[src/rtl/core/radix_digit_converter_top_assert.svh]
// Assertion macros for the radix digit converter, clocked on clk_i with reset rst_ni.
// Included by radix_digit_converter_top; needs no other file.
`ifndef RADIX_DIGIT_CONVERTER_TOP_ASSERT_SVH
`define RADIX_DIGIT_CONVERTER_TOP_ASSERT_SVH
`ifndef SYNTHESIS
`define RDC_ASSERT_SAME(lbl, ante, cons) \
  lbl: assert property (@(posedge clk_i) disable iff (!rst_ni) (ante) |-> (cons)) \
    else $error("assertion failed");
`define RDC_ASSERT_NEXT(lbl, ante, cons) \
  lbl: assert property (@(posedge clk_i) disable iff (!rst_ni) (ante) |=> (cons)) \
    else $error("assertion failed");
`else
`define RDC_ASSERT_SAME(lbl, ante, cons)
`define RDC_ASSERT_NEXT(lbl, ante, cons)
`endif
`endif

[src/rtl/core/rdc_pkg.sv]
// Package of the radix digit converter: payload types, control structs and constants.
// No dependencies.
package rdc_pkg;

  localparam logic [5:0] RADIX_MIN  = 6'd2;
  localparam logic [5:0] RADIX_MAX  = 6'd36;
  localparam logic [5:0] DEC_DIGITS = 6'd10;
  localparam logic [7:0] ASCII_ZERO = 8'h30;
  localparam logic [7:0] ASCII_A    = 8'h41;

  typedef struct packed {
    logic [31:0] value;
    logic [5:0]  radix;
  } rdc_in_t;

  typedef struct packed {
    logic [7:0] digit_char;
    logic       last_digit;
  } rdc_out_t;

  typedef struct packed {
    logic load;
    logic div_step;
    logic store;
    logic rd;
    logic emit;
  } rdc_cmd_t;

  typedef struct packed {
    logic quo_zero;
    logic idx_zero;
  } rdc_sts_t;

  function automatic logic [7:0] digit_to_ascii(input logic [5:0] d);
    logic [7:0] c;
    if (d < DEC_DIGITS) begin
      c = ASCII_ZERO + {2'b00, d};
    end else begin
      c = ASCII_A + {2'b00, d} - {2'b00, DEC_DIGITS};
    end
    return c;
  endfunction

endpackage

[src/rtl/core/radix_digit_converter_top.sv]
// Top level of the radix digit converter: joins controller and datapath.
// Depends on rdc_pkg, rdc_ctrl, rdc_datapath and radix_digit_converter_top_assert.svh.
//
//  Channel   Ports                              Transfer
//  input     start, busy, data_i                start high while busy is low
//  result    result_valid_o, result_o           result_valid_o high for one cycle
//
// Each digit comes from the one-bit-per-cycle divider run over all VALUE_BITS quotient bits,
// followed by a digit store; output then needs a memory read and a result register write
// per digit.
// Reset clears the controller, the digit count and the result strobe.
// The receiver cannot stall; busy falls in the cycle the final digit is registered.
`include "radix_digit_converter_top_assert.svh"
module radix_digit_converter_top #(
  parameter int VALUE_BITS = 32
) (
  input  logic              clk_i,
  input  logic              rst_ni,
  input  logic              start,
  output logic              busy,
  input  rdc_pkg::rdc_in_t  data_i,
  output rdc_pkg::rdc_out_t result_o,
  output logic              result_valid_o
);

  rdc_pkg::rdc_cmd_t cmd;
  rdc_pkg::rdc_sts_t sts;

  rdc_ctrl #(
    .VALUE_BITS(VALUE_BITS)
  ) u_ctrl (
    .clk_i  (clk_i),
    .rst_ni (rst_ni),
    .start_i(start),
    .sts_i  (sts),
    .cmd_o  (cmd),
    .busy_o (busy)
  );

  rdc_datapath #(
    .VALUE_BITS(VALUE_BITS)
  ) u_datapath (
    .clk_i         (clk_i),
    .rst_ni        (rst_ni),
    .cmd_i         (cmd),
    .data_i        (data_i),
    .sts_o         (sts),
    .result_o      (result_o),
    .result_valid_o(result_valid_o)
  );

  `RDC_ASSERT_NEXT(a_accept_busy, start && !busy, busy)
  `RDC_ASSERT_SAME(a_cmd_onehot, 1'b1, $onehot0(cmd))
  `RDC_ASSERT_NEXT(a_emit_strobe, cmd.emit, result_valid_o)
  `RDC_ASSERT_NEXT(a_last_ends, result_valid_o && result_o.last_digit, !result_valid_o)

endmodule

[src/rtl/core/rdc_ctrl.sv]
// Controller of the radix digit converter: sequences division steps, digit stores and output.
// Depends on rdc_pkg.
module rdc_ctrl #(
  parameter int VALUE_BITS = 32
) (
  input  logic              clk_i,
  input  logic              rst_ni,
  input  logic              start_i,
  input  rdc_pkg::rdc_sts_t sts_i,
  output rdc_pkg::rdc_cmd_t cmd_o,
  output logic              busy_o
);

  localparam int CW = $clog2(VALUE_BITS);

  typedef enum logic [2:0] {
    S_IDLE,
    S_DIV,
    S_STORE,
    S_READ,
    S_EMIT
  } state_e;

  state_e        state_q, state_d;
  logic [CW-1:0] bit_q, bit_d;

  always_comb begin
    state_d = state_q;
    bit_d   = bit_q;
    cmd_o   = '0;
    unique case (state_q)
      S_IDLE: begin
        if (start_i) begin
          cmd_o.load = 1'b1;
          bit_d      = CW'(VALUE_BITS - 1);
          state_d    = S_DIV;
        end
      end
      S_DIV: begin
        cmd_o.div_step = 1'b1;
        if (bit_q == '0) begin
          state_d = S_STORE;
        end else begin
          bit_d = bit_q - 1'b1;
        end
      end
      S_STORE: begin
        cmd_o.store = 1'b1;
        if (sts_i.quo_zero) begin
          state_d = S_READ;
        end else begin
          bit_d   = CW'(VALUE_BITS - 1);
          state_d = S_DIV;
        end
      end
      S_READ: begin
        cmd_o.rd = 1'b1;
        state_d  = S_EMIT;
      end
      S_EMIT: begin
        cmd_o.emit = 1'b1;
        state_d    = sts_i.idx_zero ? S_IDLE : S_READ;
      end
      default: state_d = S_IDLE;
    endcase
  end

  always_ff @(posedge clk_i or negedge rst_ni) begin
    if (!rst_ni) begin
      state_q <= S_IDLE;
      bit_q   <= '0;
    end else begin
      state_q <= state_d;
      bit_q   <= bit_d;
    end
  end

  assign busy_o = (state_q != S_IDLE);

endmodule

[src/rtl/core/rdc_datapath.sv]
// Datapath of the radix digit converter: bit-serial divider, digit memory and result register.
// Depends on rdc_pkg.
module rdc_datapath #(
  parameter int VALUE_BITS = 32
) (
  input  logic               clk_i,
  input  logic               rst_ni,
  input  rdc_pkg::rdc_cmd_t  cmd_i,
  input  rdc_pkg::rdc_in_t   data_i,
  output rdc_pkg::rdc_sts_t  sts_o,
  output rdc_pkg::rdc_out_t  result_o,
  output logic               result_valid_o
);

  localparam int AW = $clog2(VALUE_BITS);
  localparam int NW = $clog2(VALUE_BITS + 1);

  logic [VALUE_BITS-1:0]    quo_q, quo_d;
  logic [5:0]               rem_q, rem_d;
  logic [5:0]               base_q, base_d;
  logic [NW-1:0]            cnt_q, cnt_d;
  logic [5:0]               rd_data_q;
  logic [5:0]               mem_q [VALUE_BITS];
  rdc_pkg::rdc_out_t        result_q;
  logic                     valid_q;
  logic [VALUE_BITS+31:0]   value_wide;
  logic [6:0]               rem_shift;
  logic                     q_bit;
  logic [NW-1:0]            cnt_dec;

  assign value_wide = {{VALUE_BITS{1'b0}}, data_i.value};
  assign rem_shift  = {rem_q, quo_q[VALUE_BITS-1]};
  assign q_bit      = (rem_shift >= {1'b0, base_q});
  assign cnt_dec    = cnt_q - 1'b1;

  always_comb begin
    quo_d  = quo_q;
    rem_d  = rem_q;
    base_d = base_q;
    cnt_d  = cnt_q;
    if (cmd_i.load) begin
      quo_d = value_wide[VALUE_BITS-1:0];
      rem_d = '0;
      cnt_d = '0;
      if (data_i.radix < rdc_pkg::RADIX_MIN) begin
        base_d = rdc_pkg::RADIX_MIN;
      end else if (data_i.radix > rdc_pkg::RADIX_MAX) begin
        base_d = rdc_pkg::RADIX_MAX;
      end else begin
        base_d = data_i.radix;
      end
    end else if (cmd_i.div_step) begin
      quo_d = {quo_q[VALUE_BITS-2:0], q_bit};
      rem_d = q_bit ? 6'(rem_shift - {1'b0, base_q}) : rem_shift[5:0];
    end else if (cmd_i.store) begin
      rem_d = '0;
      cnt_d = cnt_q + 1'b1;
    end else if (cmd_i.rd) begin
      cnt_d = cnt_dec;
    end
  end

  always_ff @(posedge clk_i or negedge rst_ni) begin
    if (!rst_ni) begin
      cnt_q   <= '0;
      valid_q <= 1'b0;
    end else begin
      cnt_q   <= cnt_d;
      valid_q <= cmd_i.emit;
    end
  end

  always_ff @(posedge clk_i) begin
    quo_q  <= quo_d;
    rem_q  <= rem_d;
    base_q <= base_d;
    if (cmd_i.store) begin
      mem_q[cnt_q[AW-1:0]] <= rem_q;
    end
    if (cmd_i.rd) begin
      rd_data_q <= mem_q[cnt_dec[AW-1:0]];
    end
    if (cmd_i.emit) begin
      result_q.digit_char <= rdc_pkg::digit_to_ascii(rd_data_q);
      result_q.last_digit <= (cnt_q == '0);
    end
  end

  assign sts_o.quo_zero  = (quo_q == '0);
  assign sts_o.idx_zero  = (cnt_q == '0);
  assign result_o        = result_q;
  assign result_valid_o  = valid_q;

endmodule

[config.mk]
export PLATFORM = sky130hd
export DESIGN_NAME = radix_digit_converter_top
export DESIGN_NICKNAME = d
export VERILOG_FILES = /design/src/rtl/core/rdc_pkg.sv /design/src/rtl/core/radix_digit_converter_top.sv /design/src/rtl/core/rdc_ctrl.sv /design/src/rtl/core/rdc_datapath.sv
export VERILOG_INCLUDE_DIRS = /design/src /design/src/rtl/core
export SDC_FILE = /design/constraint.sdc
export NUM_CORES = 1
export LEC_CHECK = 0
export ABC_CLOCK_PERIOD_IN_PS = 7700
export BUFFER_PORTS_ARGS = -buffer_cell sky130_fd_sc_hd__buf_2
export CAP_MARGIN = 20
export CORE_ASPECT_RATIO = 1.4
export CORE_MARGIN = 10
export CORE_UTILIZATION = 30
export DETAILED_ROUTE_END_ITERATION = 7
export GPL_ROUTABILITY_DRIVEN = 0
export PLACE_DENSITY_LB_ADDON = 0.08
export SLEW_MARGIN = 10
export SYNTH_ARGS = -nofsm -noshare
export SYNTH_HDL_FRONTEND = slang
export SYNTH_SLANG_ARGS = --single-unit
[constraint.sdc]
create_clock -name clk_i -period 7.7 [get_ports clk_i]
set_input_delay 0.385 -clock clk_i [delete_from_list [all_inputs] [get_ports clk_i]]
set_output_delay 0.385 -clock clk_i [all_outputs]
set_load 0.01 [all_outputs]
==> flow_summary.ini, run 1 <==
[cts]
clockRootBuffer = clkbuf_16
clk_latency_ps = 560
cts_inserted_buffers = 29
cts.path.max_buffers = 3
h-tree-depth = 1
clkTransAtPathRegs_ps = 60
cts_setup_buffers = 0
cts_sinks = 265
tritoncts = done

[floorplan]
design.die.area_um2 = 46260
num_io_pins = 52
core_um2 = 37520
die-height_um = 250.5
die_width_um = 184.7
start_util = 0.3035
rows = 84

[synthesis]
synth_xor_area_frac = 0.008462
synth_area_leaders = edfxtp_1, mux4_2, mux2_2, dfrtp_1, nand2_1
yosysTopAreaCell = edfxtp_1
muxShareOfSynthArea = 0.1456
synth_area_per_cell_um2 = 16.38
synth-edff-count = 244
ys.flop_type = edfxtp_1
synth_top_family_by_area = multiplexers
yosys_warnings = 0
syn_inst = 695
synth_fa_ha_area_frac = 0.01824
synth_area_um2 = 11390
ys_seq_area_frac = 0.6870
async_flop_share = 0.05660
synth-compound-area-share = 0.04736
syn_nets = 752
yosysTopAreaCellShare = 0.6435
ys_types = 59
ys_ff_latch = 265
yosys.area_share.simple = 0.07176

[min_path]
worstHoldPathCells = 1
worstHoldPathType = in2reg

[timing]
finalCritPeriodShare = 0.4606
fin_worst_skew_ps = 13.84
fin_crit_ps = 3547
setup_violations = 0
setup_tns_ps = 0
fmax_mhz = 281.9
relSlewSlack = 0.3050
tightest_slew_ps = 1041
hold_viol = 0
drv_slew = 0
rsz0062_at_grt = false

[setup_path]
cp_max_fo = 27
end_kind = register
reg2reg_depth = 7
path_cells = inv_1 -> ha_2 -> buf_4 -> mux4_2 -> mux2i_1 -> o22ai_1 -> a211o_1
critPathRequiredTime_ps = 8000
crit_type = reg2reg
cp_slowest_cell = ha_2
critPathLaunchType = register
worstPathArrival_ps = 3850
max_stage_delay_ps = 830

[global_route]
grt_antenna_before_repair = 0
grt_pass1_wl_um = 41920
grt_use_total = 0.1193
grt_max_degree = 39
grt_pass1_vias = 6662
grt_overflow = 0

[run_status]
outcome = finished clean

[pwr]
total_power_mw = 4.980
internal_power_mw = 3.325
p_per_area_nw_per_um2 = 379.2
power.switching_mw = 1.655
p_sw_frac = 0.3323
pwr-share-clk = 0.264
p_leak_nw = 4.396
vdd_drop_max_v = 0.0001817
seqPwrFrac = 0.409
p_comb_frac = 0.327

[detailed_routing]
drt_iter0_drc = 383
dr.pass1.iters = 5
wl_um = 27680
antenna_left = 0
via_per_inst = 4.934
wl_per_cell_um = 22.09
remaining_drc_errors = 0
num_vias = 6182

[final_layout]
finalCoreUtilization = 0.3500
layout.nets = 814
syn_to_final_growth_pct = 15.35
antenna_cells = 0
layout-drive-gt1-share = 0.2667

[placed_design]
post-dp-hpwl_um = 18530
port_buffers = 50

[job]
drv_cap = 0
## sequential cells by signal, indices dropped and copies added, names as in the netlist
signal / flops
u_datapath.result_valid_o: 1
u_datapath.rem_q: 6
u_datapath.mem_q: 192
u_datapath.result_o: 8
u_datapath.cnt_q: 6
u_datapath.base_q: 6
u_ctrl.state_q: 3
u_datapath.quo_q: 32
u_datapath.rd_data_q: 6
u_ctrl.bit_q: 5
## cells in the final DEF, fill, tap and decap left out, drive strengths merged, types with 4 or more instances in the layout
cell      count
edfxtp      244
buf          62
nand2        56
nor2         51
mux4         48
mux2         37
clkbuf       36
inv          23
a21oi        16
mux2i        16
o21ai        16
ha           15
dfrtp        15
o22ai         9
nor4          9
clkinv        9
xnor2         8
nand2b        7
clkinvlp      7
nor3          7
nand3         6
a211o         6
o211ai        6
dfxtp         6
or3           6
nand3b        5
o31ai         5
nor3b         5
a21o          4
## kinds of logic (layout without fill, tap and decap cells)
logic type,after synthesis,after routing
AO/OA/AOI/OAI,80,80
other,1,1
flip-flops,265,265
buffers and inverters,54,139
AND/OR/NAND/NOR,167,167
multiplexers,101,101
adder cells (fa/ha/maj),16,16
XOR/XNOR,11,11
## final cells by class
class | instances | area [µm²]
fill | 3539 | 24390
sequential | 265 | 7826
multi-input combinational | 376 | 3364
clock buffer | 36 | 762.0
tap | 473 | 591.8
timing repair buffer | 63 | 370.4
clock inverter | 18 | 136.4
inverter | 22 | 82.58
## metal layers
layer / wire [µm] / up-vias / GRT usage
li1: - / 2833 / -
met4: 1001 / 0 / 0.05051
met2: 14230 / 142 / 0.2087
met5: 0 / - / 0
met1: 11160 / 3162 / 0.1388
met3: 1289 / 45 / 0.02275
## power by group through the flow
stage          Combinational, mW  Clock [mW]  Sequential [mW]
6_report                    1.63        1.31             2.04
5_1_grt                     1.80        1.41             2.06
4_1_cts                     1.67        1.36             2.04
3_5_place_dp                1.66           0             2.07
3_3_place_gp                1.64           0             2.07
2_1_floorplan               1.08           0             2.08
## synthesized netlist by cell type (all sizes together), types with 3 or more instances
library cell / count
o21ai: 16
a31oi: 3
nand3: 6
dfrtp: 15
nor4: 9
nand4: 3
a211o: 6
a22o: 3
nor3b: 5
o21a: 3
or3: 6
o31ai: 5
nand3b: 5
xor2: 3
mux2i: 16
o22ai: 9
a21oi: 16
edfxtp: 244
mux2: 37
nor3: 7
nor2: 51
clkbuf: 14
nand2: 56
mux4: 48
o211ai: 6
ha: 15
dfxtp: 6
buf: 18
xnor2: 8
inv: 22
or3b: 3
nand2b: 7
a21o: 4
## critical path: cells and delay by family, from the launching register on
family	cells	cell delay (ps)
mux	2	530
flops	1	750
fa+ha+maj	1	830
buf+inv	2	710
compound gates	2	450
## final timing paths
check | slack [ps] | from | endpoint
min in group asynchronous | 300 | rst_ni | u_datapath.result_valid_o
worst min-delay path | 100 | data_i[5] | u_datapath.base_q[5]
worst min register to register | 510 | u_ctrl.bit_q[4] | u_ctrl.bit_q[4]
worst max register to register | 4150 | u_datapath.cnt_q[0] | u_datapath.rd_data_q[1]
max in group asynchronous | 7050 | rst_ni | u_datapath.cnt_q[0]
worst max-delay path | 4150 | u_datapath.cnt_q[0] | u_datapath.rd_data_q[1]
## through the flow
stage / std cells / area, µm² / setup WS [ps] / hold WS (ps)
floorplan: 695 / 11390 / 4712 / 89.41
global placement: 1197 / 12190 / 4062 / 339.3
detailed placement: 1197 / 12200 / 4042 / 349.1
CTS: 1252 / 13110 / 4023 / 67.09
global route: 1253 / 13130 / 3903 / 95.57
finish: 1253 / 13130 / 4153 / 102.0
## timing repair
item,in CTS,in global routing
hold buffers,1,0
endpoints found under the setup margin,0,0
resized for setup,0,0
endpoints found under the hold margin,15,0
Note: power is estimated with default switching activity, not from simulation.
==> run 2: changes to the inputs <==
Settings changed: ABC_AREA set to 1, ABC_CLOCK_PERIOD_IN_PS 7700 to 3250.
Clock period 7.7 ns to 3.25 ns, I/O delays scaled along.
==> flow_summary.ini, run 2 <==
[timing]
drv_slew = 0
finalCritPeriodShare = 0.8219
hold_viol = 0
relSlewSlack = 0.3409
fin_crit_ps = 2671
fin_ws_ps = 578.8
fmax_mhz = 374.4
setup_tns_ps = 0
fin_worst_skew_ps = 11.28
rsz0062_at_grt = false
setup_violations = 0
tightest_slew_ps = 983.3

[placed_design]
port_buffers = 50
dp_slack_ps = 529.1
post-dp-hpwl_um = 19830

[floorplan]
start_util = 0.3041
core_um2 = 38610
num_io_pins = 52
design.die.area_um2 = 47560
die-height_um = 254.1
die_width_um = 187.2
rows = 85

[cts]
cts_setup_buffers = 0
cts.path.max_buffers = 3
tritoncts = done
cts_sinks = 265
clockRootBuffer = clkbuf_16
clkTransAtPathRegs_ps = 60
h-tree-depth = 1
clk_latency_ps = 550
cts_inserted_buffers = 28
cts_repair_resize_count = 0
cts_hold_buf = 37

[setup_path]
crit_buf_inv = 2
critPathRequiredTime_ps = 3670
max_stage_delay_ps = 740
reg2reg_slack_ps = 580
crit_top_cell = nand2_1
crit_family = XOR/XNOR gates
worstPathArrival_ps = 3090
r2r_end = u_datapath.rd_data_q[3]
path_cells = inv_2 -> ha_1 -> xnor2_4 -> inv_2 -> o211ai_1 -> nand3_1 -> nand2_1 -> nand2_1 -> nand2_1
cp_max_fo = 26
critPathLaunchType = register
worstReg2RegStart = u_datapath.cnt_q[1]
crit_type = reg2reg
reg2reg_depth = 9
end_kind = register
cp_slowest_cell = xnor2_4

[detailed_routing]
num_vias = 7871
wl_um = 31290
dr.pass1.iters = 4
drt_iter0_drc = 403
remaining_drc_errors = 0
antenna_left = 0
wl_per_cell_um = 18.44
via_per_inst = 4.638

[synthesis]
synth_area_leaders = edfxtp_1, nor2_1, nand2_1, dfrtp_1, o21ai_0
syn_inst = 1072
yosysTopAreaCellShare = 0.6241
yosysTopAreaCell = edfxtp_1
ys.flop_type = edfxtp_1
syn_nets = 1129
yosys_warnings = 0
ys_ff_latch = 265
ys_seq_area_frac = 0.6663
synthMostInstantiatedCell = edfxtp_1
synth_area_um2 = 11740
ys_types = 40
synth_area_per_cell_um2 = 10.95
synthTopCellsByCount = edfxtp_1, nor2_1, nand2_1
async_flop_share = 0.05660
synth-edff-count = 244

[final_layout]
layout_common_cells = edfxtp_1, nor2_1, nand2_1
antenna_cells = 0
syn_to_final_growth_pct = 17.48
layout-drive-gt1-share = 0.1217
fillCellCount = 3832
layout.nets = 1211
ff_latch_area_um2 = 7824
final_common_cell = edfxtp_1
multiInputGateArea_um2 = 3332
largest_reg_flops = 192

[global_route]
grt_use_met2 = 0.2303
grt_util_met3 = 0.01728
grt_max_degree = 74
grt_use_total = 0.1306
grt_pass1_wl_um = 48840
grt-busiest-layer = met2
met1_usage = 0.1583
grt_antenna_before_repair = 0
grt_pass1_vias = 8338
grt_overflow = 0

[min_path]
whs_endpoint = u_datapath.base_q[1]
hold_start = data_i[1]
worstHoldPathCells = 3
worstHoldPathType = in2reg

[pwr]
p_per_area_nw_per_um2 = 502.1
vdd_drop_max_v = 0.0003668
p_leak_nw = 4.861

[run_status]
outcome = finished clean

[job]
drv_cap = 0
## run 2: cell types whose count changed in the layout (fill, tap and decap cells not counted), sizes merged, moves of 42 or more
cell | before | now
inv | 23 | 84
mux4 | 48 | 0
nand2 | 56 | 141
nand3 | 6 | 59
nor2 | 51 | 206
o211ai | 6 | 48
o21ai | 16 | 142
## run 2: layout make-up
class / count / share of cell area
inverters: 84 / 0.02286
clock buffers: 35 / 0.05425
repair buffers: 104 / 0.05516
flip-flops and latches: 265 / 0.5673
multi-input cells: 671 / 0.2416
clock inverters: 16 / 0.01152
well taps: 522 / 0.04736
## run 2: worst max-delay path by stage
stage / startpoint / to / slack (ps) / cells past startpoint
finish: u_datapath.cnt_q[1] / u_datapath.rd_data_q[3] / 580 / 9
global route: u_datapath.cnt_q[1] / u_datapath.rd_data_q[5] / 260 / 9
CTS: u_datapath.cnt_q[1] / u_datapath.rd_data_q[5] / 500 / 9
detailed placement: u_datapath.cnt_q[1] / u_datapath.rd_data_q[5] / 530 / 9
global placement: u_datapath.cnt_q[1] / u_datapath.rd_data_q[3] / 610 / 9
floorplan: u_ctrl.state_q[2] / u_datapath.quo_q[0] / 950 / 9
## run 2: cells by family (layout without fill, tap and decap cells)
| family | after synthesis | after routing | synth area share |
|---|---|---|---|
| buf+inv | 136 | 239 | 0.05052 |
| compound gates | 213 | 213 | 0.1027 |
| xor+xnor | 9 | 9 | 0.008953 |
| flops | 265 | 265 | 0.6663 |
| fa+ha+maj | 16 | 16 | 0.01769 |
| simple gates | 432 | 432 | 0.1535 |
| other cells | 1 | 1 | 0.0003194 |
## run 2: report_power, final
| part | internal (mW) | switching [mW] |
|---|---|---|
| Sequential | 3.67 | 0 |
| Combinational | 0.0480 | 0.0240 |
| Clock | 1.87 | 1.32 |
| Total | 5.58 | 1.34 |
## run 2: per-layer routing
metal  routed length (µm)  vias up  part of all wire
li1                     -     3893                 -
met1                13580     3781              0.43
met2                15660      147              0.50
met3                 1114       50             0.036
met4                  941        0             0.030
met5                    0        -                 0
## run 2: per-stage QoR
step | area [µm²] | cells | util | power (mW) | hold WS (ps)
floorplan | 11740 | 1072 | - | 3.750 | -133.1
CTS | 13790 | 1697 | 0.3573 | 7.029 | 22.67
global route | 13790 | 1697 | 0.3573 | 7.157 | 63.56
global placement | 12510 | 1609 | 0.3242 | 3.780 | 120.2
finish | 13790 | 1697 | 0.3573 | 6.926 | 45.64
detailed placement | 12510 | 1609 | 0.3242 | 3.780 | 108.8
## run 2: worst register-to-register path, cell delays in order (launching register included)
cell and delay (ps):
dfrtp_1 410, inv_2 100, ha_1 270, xnor2_4 740, inv_2 440, o211ai_1 220
nand3_1 90, nand2_1 120, nand2_1 70, nand2_1 70
==> run 3: changes to the inputs <==
Settings changed: ABC_CLOCK_PERIOD_IN_PS 3250 to 2200.
Clock period 3.25 ns to 2.2 ns, I/O delays scaled along.
==> flow_summary.ini, run 3 (same netlist as run 2, synthesis figures left out) <==
[run_status]
outcome = finished clean

[cts]
cts.path.max_buffers = 3
cts_sinks = 265
clkTransAtPathRegs_ps = 60
clk_latency_ps = 550
cts_inserted_buffers = 28
tritoncts = done
h-tree-depth = 1
clockRootBuffer = clkbuf_16

[global_route]
grt_overflow = 0
grt_use_total = 0.1333
grt_max_degree = 101
grt_pass1_wl_um = 50050
grt_antenna_before_repair = 0
grt_pass1_vias = 8536

[final_layout]
syn_to_final_growth_pct = 23.52
largest_reg_flops = 192
layout-drive-gt1-share = 0.1688
final_common_cell = edfxtp_1
layout_common_cells = edfxtp_1, nor2_1, nand2_1
multiInputGateArea_um2 = 3344
finalCoreUtilization = 0.3756
antenna_cells = 0
fillCellCount = 3795
ff_latch_area_um2 = 7824
layout.nets = 1267

[setup_path]
crit_type = reg2reg
crit_top_cell = nand2_1
reg2reg_depth = 10
worstPathArrival_ps = 2370
critPathRequiredTime_ps = 2510
cp_slowest_cell = dfrtp_2
max_stage_delay_ps = 430
cp_max_fo = 12
critPathLaunchType = register
path_cells = inv_2 -> ha_2 -> xnor2_4 -> inv_2 -> buf_4 -> o211ai_1 -> nand3_1 -> nand2_1 -> nand2_1 -> nand2_1
end_kind = register

[detailed_routing]
wl_per_cell_um = 18.30
remaining_drc_errors = 0
num_vias = 8119
antenna_left = 0
dr.pass1.iters = 4
drt_iter0_drc = 439
via_per_inst = 4.629
wl_um = 32100

[timing]
setup_violations = 0
setup_tns_ps = 0
fin_ws_ps = 134.4
hold_viol = 0
rsz0062_at_grt = false
fin_worst_skew_ps = 6.570
finalCritPeriodShare = 0.9389
fmax_mhz = 484.1
fin_crit_ps = 2066
relSlewSlack = 0.6587
drv_slew = 0
tightest_slew_ps = 510.1

[pwr]
vdd_drop_max_v = 0.0004584
total_power_mw = 10.79
p_per_area_nw_per_um2 = 744.4
p_leak_nw = 5.242

[placed_design]
port_buffers = 50
dp_slack_ps = 80.86
post-dp-hpwl_um = 20140

[min_path]
worstHoldPathType = in2reg
worstHoldPathCells = 3

[floorplan]
die_width_um = 187.2
core_um2 = 38610
start_util = 0.3041
die-height_um = 254.1
num_io_pins = 52
design.die.area_um2 = 47560
rows = 85

[job]
drv_cap = 0
## run 3: cell type report
class                   instances  share of cell area
clock buffers                  30             0.05030
clock inverters                22             0.02062
inverters                      84             0.02200
multi-input cells             671              0.2306
flip-flops and latches        265              0.5395
well taps                     522             0.04504
repair buffers                160             0.09189
## run 3: worst max-delay path, delay by kind of cell (launching register included)
family | cells | cell delay (ps)
xor+xnor | 1 | 100
fa+ha+maj | 1 | 290
buf+inv | 3 | 510
simple gates | 4 | 360
compound gates | 1 | 120
flops | 1 | 430
## run 3: layer usage
layer | vias up | share of wire | track usage | wire, µm
met5 | - | 0 | 0 | 0
li1 | 4009 | - | - | -
met1 | 3916 | 0.43 | 0.1599 | 13690
met4 | 0 | 0.022 | 0.03994 | 697
met2 | 153 | 0.51 | 0.2411 | 16440
met3 | 41 | 0.039 | 0.01975 | 1268
## run 3: where the power goes
group	internal, mW	switching [mW]
clock network	3.22	2.04
registers	5.42	0
logic	0.0733	0.0368
## run 3: per-stage QoR
step,area (µm²),hold slack [ps],instances
2_1_floorplan,11760,-185.6,1072
3_3_place_gp,13010,76.93,1661
3_5_place_dp,13010,56.22,1661
4_1_cts,14430,1.615,1752
5_1_grt,14500,29.56,1754
6_report,14500,4.106,1754
## run 3: repair_timing
action	in CTS	in global routing
buffers inserted	0	0
endpoints found under the hold margin	55	0
hold buffers	39	0
setup endpoints to repair	0	5
resized for setup	0	4
## run 3: final timing paths
kind	endpoint	slack, ps	start
max	u_datapath.rd_data_q[4]	130	u_datapath.cnt_q[0]
min	u_datapath.base_q[1]	4	data_i[1]
max reg2reg	u_datapath.rd_data_q[4]	130	u_datapath.cnt_q[0]
min reg2reg	u_ctrl.bit_q[0]	480	u_ctrl.bit_q[0]
max in group asynchronous	u_datapath.cnt_q[0]	1870	rst_ni
min in group asynchronous	u_ctrl.bit_q[1]	20	rst_ni
